===== src/hw/rtl/flg_pkg.sv =====
// ----------------------------------------------------------------------------
// Flanger package
// Shared register indexes, field widths, sizes and the LFO settings bundle.
// ----------------------------------------------------------------------------
package flg_pkg;

  // Configuration register indexes
  localparam logic [1:0] CFG_DEPTH_GAIN = 2'd0;
  localparam logic [1:0] CFG_PHASE_STEP = 2'd1;
  localparam logic [1:0] CFG_BASE_DELAY = 2'd2;

  // Reset values of the configuration registers
  localparam logic [16:0] DEPTH_GAIN_RST = 17'd65536;
  localparam logic [30:0] PHASE_STEP_RST = 31'd48696;
  localparam logic [9:0]  BASE_DELAY_RST = 10'd220;

  localparam int CfgDataW = 31;
  localparam int SampleW  = 16;

  // Delay line length and sine table size; both must stay powers of two
  localparam int DELAY_DEPTH     = 1024;
  localparam int SINE_TABLE_SIZE = 1024;

  // Settings that steer the LFO and the delay computation
  typedef struct packed {
    logic [16:0] depth_gain;
    logic [30:0] phase_step;
    logic [9:0]  base_delay;
  } lfo_cfg_t;

endpackage


===== src/hw/rtl/flg_lfo.sv =====
// ----------------------------------------------------------------------------
// Flanger LFO and tap delay sequencer
// Runs the phase accumulator, evaluates the sine polynomial on one shared
// multiplier, scales the base delay and clamps the resulting tap delay.
// ----------------------------------------------------------------------------
module flg_lfo import flg_pkg::*; (
  input  logic                           clk,
  input  logic                           rst,
  input  logic                           start,
  input  lfo_cfg_t                       cfg,
  output logic                           done,
  output logic [$clog2(DELAY_DEPTH)-1:0] delay
);

  localparam int DW = $clog2(DELAY_DEPTH);
  localparam int SB = $clog2(SINE_TABLE_SIZE);
  // Phase bits below the table index
  localparam logic [29:0] LOW_MASK = 30'((64'd1 << (32 - SB)) - 64'd1);
  localparam logic [20:0] DMAX     = 21'(DELAY_DEPTH - 1);

  typedef enum logic [2:0] {
    L_IDLE, L_Z2, L_T1, L_T2, L_T3, L_SIN, L_MOD, L_PROD
  } lfo_state_t;

  lfo_state_t         state;
  logic [31:0]        phase_acc;
  logic [15:0]        z;
  logic               neg;
  logic [16:0]        g;
  logic [9:0]         bd;
  logic [15:0]        z2;
  logic [15:0]        t;
  logic signed [15:0] s;
  logic signed [18:0] coef;

  logic [1:0]         quad;
  logic [29:0]        r_q;
  logic [30:0]        r_fold;
  logic signed [18:0] mul_a;
  logic signed [17:0] mul_b;
  logic signed [36:0] mul_p;
  logic [15:0]        sh15;
  logic [15:0]        sin_mag;
  logic signed [18:0] mod;
  logic signed [19:0] coef_sum;
  logic [20:0]        quo;

  // Quantize the phase to a table entry and fold it into the first quadrant
  always_comb begin
    quad   = phase_acc[31:30];
    r_q    = phase_acc[29:0] & ~LOW_MASK;
    r_fold = quad[0] ? (31'h4000_0000 - {1'b0, r_q}) : {1'b0, r_q};
  end

  // Select operands of the shared multiplier
  always_comb begin
    unique case (state)
      L_Z2: begin
        mul_a = {3'b0, z};
        mul_b = {2'b0, z};
      end
      L_T1: begin
        mul_a = {3'b0, z2};
        mul_b = 18'sd153;
      end
      L_T2, L_T3: begin
        mul_a = {3'b0, z2};
        mul_b = {2'b0, t};
      end
      L_SIN: begin
        mul_a = {3'b0, z};
        mul_b = {2'b0, t};
      end
      L_MOD: begin
        mul_a = {{3{s[15]}}, s};
        mul_b = {1'b0, g};
      end
      L_PROD: begin
        mul_a = coef;
        mul_b = {8'b0, bd};
      end
      default: begin
        mul_a = '0;
        mul_b = '0;
      end
    endcase
    mul_p = mul_a * mul_b;
  end

  // Shifted product views for each step
  always_comb begin
    sh15     = mul_p[30:15];
    sin_mag  = sh15[15] ? 16'h7fff : sh15;
    mod      = mul_p[33:15];
    coef_sum = 20'sd65536 - $signed({4'b0, g[16:1]}) + $signed({mod[18], mod});
    quo      = mul_p[36:16];
  end

  // Sequence one delay computation per start
  always_ff @(posedge clk) begin
    if (rst) begin
      state     <= L_IDLE;
      phase_acc <= '0;
      done      <= 1'b0;
      delay     <= '0;
    end else begin
      done <= 1'b0;
      unique case (state)
        L_IDLE: begin
          if (start) begin
            z         <= r_fold[30:15];
            neg       <= quad[1];
            g         <= cfg.depth_gain[16] ? DEPTH_GAIN_RST : cfg.depth_gain;
            bd        <= cfg.base_delay;
            phase_acc <= phase_acc + {1'b0, cfg.phase_step};
            state     <= L_Z2;
          end
        end
        L_Z2: begin
          z2    <= sh15;
          state <= L_T1;
        end
        L_T1: begin
          t     <= 16'd2611 - sh15;
          state <= L_T2;
        end
        L_T2: begin
          t     <= 16'd21167 - sh15;
          state <= L_T3;
        end
        L_T3: begin
          t     <= 16'd51472 - sh15;
          state <= L_SIN;
        end
        L_SIN: begin
          s     <= neg ? -$signed(sin_mag) : $signed(sin_mag);
          state <= L_MOD;
        end
        L_MOD: begin
          coef  <= coef_sum[18:0];
          state <= L_PROD;
        end
        L_PROD: begin
          // Clamp negative delays to zero and long ones to the last line index
          if (mul_p[36]) begin
            delay <= '0;
          end else if (quo > DMAX) begin
            delay <= DMAX[DW-1:0];
          end else begin
            delay <= quo[DW-1:0];
          end
          done  <= 1'b1;
          state <= L_IDLE;
        end
        default: state <= L_IDLE;
      endcase
    end
  end

endmodule


===== config.mk =====
export PLATFORM = sky130hd
export DESIGN_NAME = flg_lfo
export DESIGN_NICKNAME = d
export VERILOG_FILES = /design/src/hw/rtl/flg_pkg.sv /design/src/hw/rtl/flg_lfo.sv
export SDC_FILE = /design/constraint.sdc
export NUM_CORES = 1
export LEC_CHECK = 0
export BUFFER_PORTS_ARGS = -buffer_cell sky130_fd_sc_hd__buf_2
export CORE_MARGIN = 3
export CORE_UTILIZATION = 55
export DETAILED_ROUTE_END_ITERATION = 10
export MAX_ROUTING_LAYER = met4
export PLACE_DENSITY_LB_ADDON = 0.15
export SETUP_SLACK_MARGIN = 0.2
export SYNTH_ARGS = -nofsm -noshare
export SYNTH_HDL_FRONTEND = slang
export SYNTH_SLANG_ARGS = --single-unit

===== constraint.sdc =====
create_clock -name clk -period 11.05 [get_ports clk]
set_clock_uncertainty 0.15 [all_clocks]
set_input_delay 1.6575 -clock clk [delete_from_list [all_inputs] [get_ports clk]]
set_output_delay 1.6575 -clock clk [all_outputs]
set_load 0.02 [all_outputs]

==> summary.txt <==
Run status
  • Outcome: finished, final reports clean

Setup path
  • Crit-path slowest cell: a221o_1
  • Crit path DAT: 10.41 ns
  • Reg2Reg Capture Point: coef[18]
  • Top cell by count, worst path: fa_1
  • Worst R2R Setup Slack: 0.67 ns
  • CP required: 11.07 ns
  • Crit. Startpoint: state[0]
  • CP Buf/Inv Count: 6
  • WS Path Type: flop to flop
  • Reg2Reg Depth: 34
  • Worst setup endpoint: coef[18]
  • Delay-heaviest family, CP: adder cells
  • R2R Path Start: state[0]
  • Crit path max fanout: 25
  • Worst setup SP type: flop
  • CP endpoint kind: flop
  • Crit. path cell count: 34
  • CP peak stage delay: roughly 0.67 ns

Power
  • Leakage power: 0.01078 uW
  • PD cells: 321.9 nW/um^2
  • Peak supply drop: roughly 290 uV

Synth
  • Synth Instances: approximately 2,300
  • Most used DFF post-synth: edfxtp_1
  • Number of synthesized register bits: 150
  • Register area share after synthesis: 0.1904
  • Syn. warnings: 0
  • Mapped Nets: 2,884
  • Top cell type by total area after synthesis: fa_1
  • Synth top area cells: fa_1, edfxtp_1, ha_1, inv_1, nand2_1
  • Avg Cell Area, Syn: about 9.1 sq um
  • FFs w/ async S/R, synth: 0
  • Number of synthesized flops with an enable pin: between 100 and 150
  • Yosys top cell area share: 0.3072
  • Mapped cell area: 21,240 sq um
  • Post-synth cell types: 84

Timing
  • Rel. slew slack: 0.2910
  • Setup violations, final: 0
  • Slew Viols, Final: 0
  • Fin crit share: 0.9394
  • Least-Margin Pin Slew: ~1.1 ns
  • WHS: 0.3028 ns
  • Final TNS setup: 0 ns
  • Hold Violations, Final: 0
  • Max Clock Freq: 96.34 MHz
  • Minimum clock period: 10.38 ns
  • RSZ-0062 raised after global routing: no

Die
  • Die W: between 200 and 250 um
  • Boundary Pins: 72
  • Core area: 37,840 sq um
  • Die Height: about 200 um
  • Rows: 71
  • Starting density of the core: 0.5614
  • Die area: 41,020 sq um

Finish
  • Most frequent cells in the layout: inv_1, fa_1, nand2_1, nor2_1, ha_1
  • Post-layout nets: about 3,000
  • Share of layout cells above drive strength 1: 0.09005
  • Antenna Cells: 0
  • Fillers: 3,375
  • Area growth from synthesis to layout: 8.363%
  • Commonest non-fill, non-tap cell in the layout: inv_1

Clocking
  • TritonCTS clock tree: built
  • Clk root buf: clkbuf_16
  • Reg clk slew, reported paths: 0.07 ns
  • Bufs on Longest Clock Path: 2
  • CTS sink count: 150
  • Num CTS Buffers: 17
  • Htree depth: 4
  • Worst skew pair latency: 0.43 ns

Placement
  • IO buf count: 71
  • DPL Wire Length: a little under 50 mm
  • Final Wtd Congestion: 0.9758

GRT
  • Vias in the first global route: 16,960
  • GRT Total Usage: 0.3084
  • Largest net degree at the start of global routing: 45
  • Antenna violations before repair: 0
  • GRT overflow: 0
  • First-pass GRT wire length: 94.68 mm

Min path
  • Hold WC Path Type: flop to flop

Detailed routing
  • DR vias: 16,680
  • Initial DRC Count: 1,463
  • Post-DR vias/cell: 5.688
  • 1st-pass router iterations: 5
  • Avg WL per Cell: 20.27 um
  • DR DRC count: 0
  • ANT nets after route: 0
  • Post-Route WL: 59.44 mm

Job
  • MaxCap Viol Count: 0
[sequential cells by signal, summed over array words and instances (netlist names)]
register / cells
phase_acc: 32
coef: 19
g: 17
s: 16
t: 16
z2: 16
bd: 10
delay: 10
z: 9
state: 3
done: 1
neg: 1
[power by group]
group,switching [uW],leakage [uW],internal [uW]
clock,287,0.000303,311
sequential,102,0.00134,959
combinational,3670,0.00914,2080
[kinds of logic after synthesis]
kind of cell,after synthesis,synth area share
AND/OR/NAND/NOR,731,0.1525
buffers and inverters,512,0.09123
adder cells (fa/ha/maj),477,0.3961
AO/OA/AOI/OAI,358,0.1169
flip-flops,150,0.1904
XOR/XNOR,108,0.04806
multiplexers,10,0.004830
[per-layer routing]
metal,routed length [um],part of all wire,global-route usage,up-vias
met3,4798,0.081,0.05756,124
met2,27250,0.46,0.4724,653
li1,-,-,-,7681
met4,2177,0.037,0.1010,0
met5,0,0,-,-
met1,25200,0.42,0.4199,8220
[what timing repair did]
item	CTS	global route
endpoints found under the setup margin	0	13
hold buffers	0	0
gates resized for setup	0	9
setup buffers	0	4
[stage by stage]
step	setup WS (ns)	power, uW	util	cell area (sq um)	cells
2_1_floorplan	1.642	5096	-	21240	2346
3_3_place_gp	0.5853	6555	0.5901	22330	2896
3_5_place_dp	0.5179	6666	0.5901	22330	2896
4_1_cts	0.4229	7291	0.6066	22960	2928
5_1_grt	0.2695	7990	0.6083	23020	2932
6_report	0.6697	7410	0.6083	23020	2932
[worst min-delay path by stage]
stage | from | to | slack [ns] | depth (start not counted)
floorplan | phase_acc[31] | neg | 0.28 | 0
global placement | phase_acc[31] | neg | 0.28 | 0
detailed placement | phase_acc[31] | neg | 0.29 | 0
CTS | phase_acc[31] | neg | 0.31 | 0
global route | phase_acc[5] | phase_acc[5] | 0.33 | 2
finish | phase_acc[7] | phase_acc[7] | 0.30 | 2
[worst min-delay path, stage by stage, from the launching register on]
cell and delay [ns]:
dfxtp_1 0.31, nand2_1 0.05, a21oi_1 0.05
[cell type report]
class	count	area, sq um	area share
timing repair buffer	131	818.3	0.03555
sequential	150	4045	0.1757
inverter	424	1592	0.06913
tap	511	639.4	0.02777
clock inverter	15	198.9	0.008642
clock buffer	17	425.4	0.01848
multi-input combinational	1684	15300	0.6647
[synth_stat cells (11+ instances only)]
library cell and number:
fa_1 326, and3_1 11, o21ai_0 43, nand3_1 23, a221o_1 12, a21o_1 29, nor2b_1 32, edfxtp_1 104
nor2_1 233, nor3_1 29, o211ai_1 11, a211oi_1 20, a21oi_1 98, xor2_1 16, nand2_1 304, nand2b_1 16
and2_1 33, dfxtp_1 46, clkbuf_1 80, xnor2_1 85, a22oi_1 23, inv_1 413, ha_1 151, o21a_1 11
(Power assumes the default switching activity.)
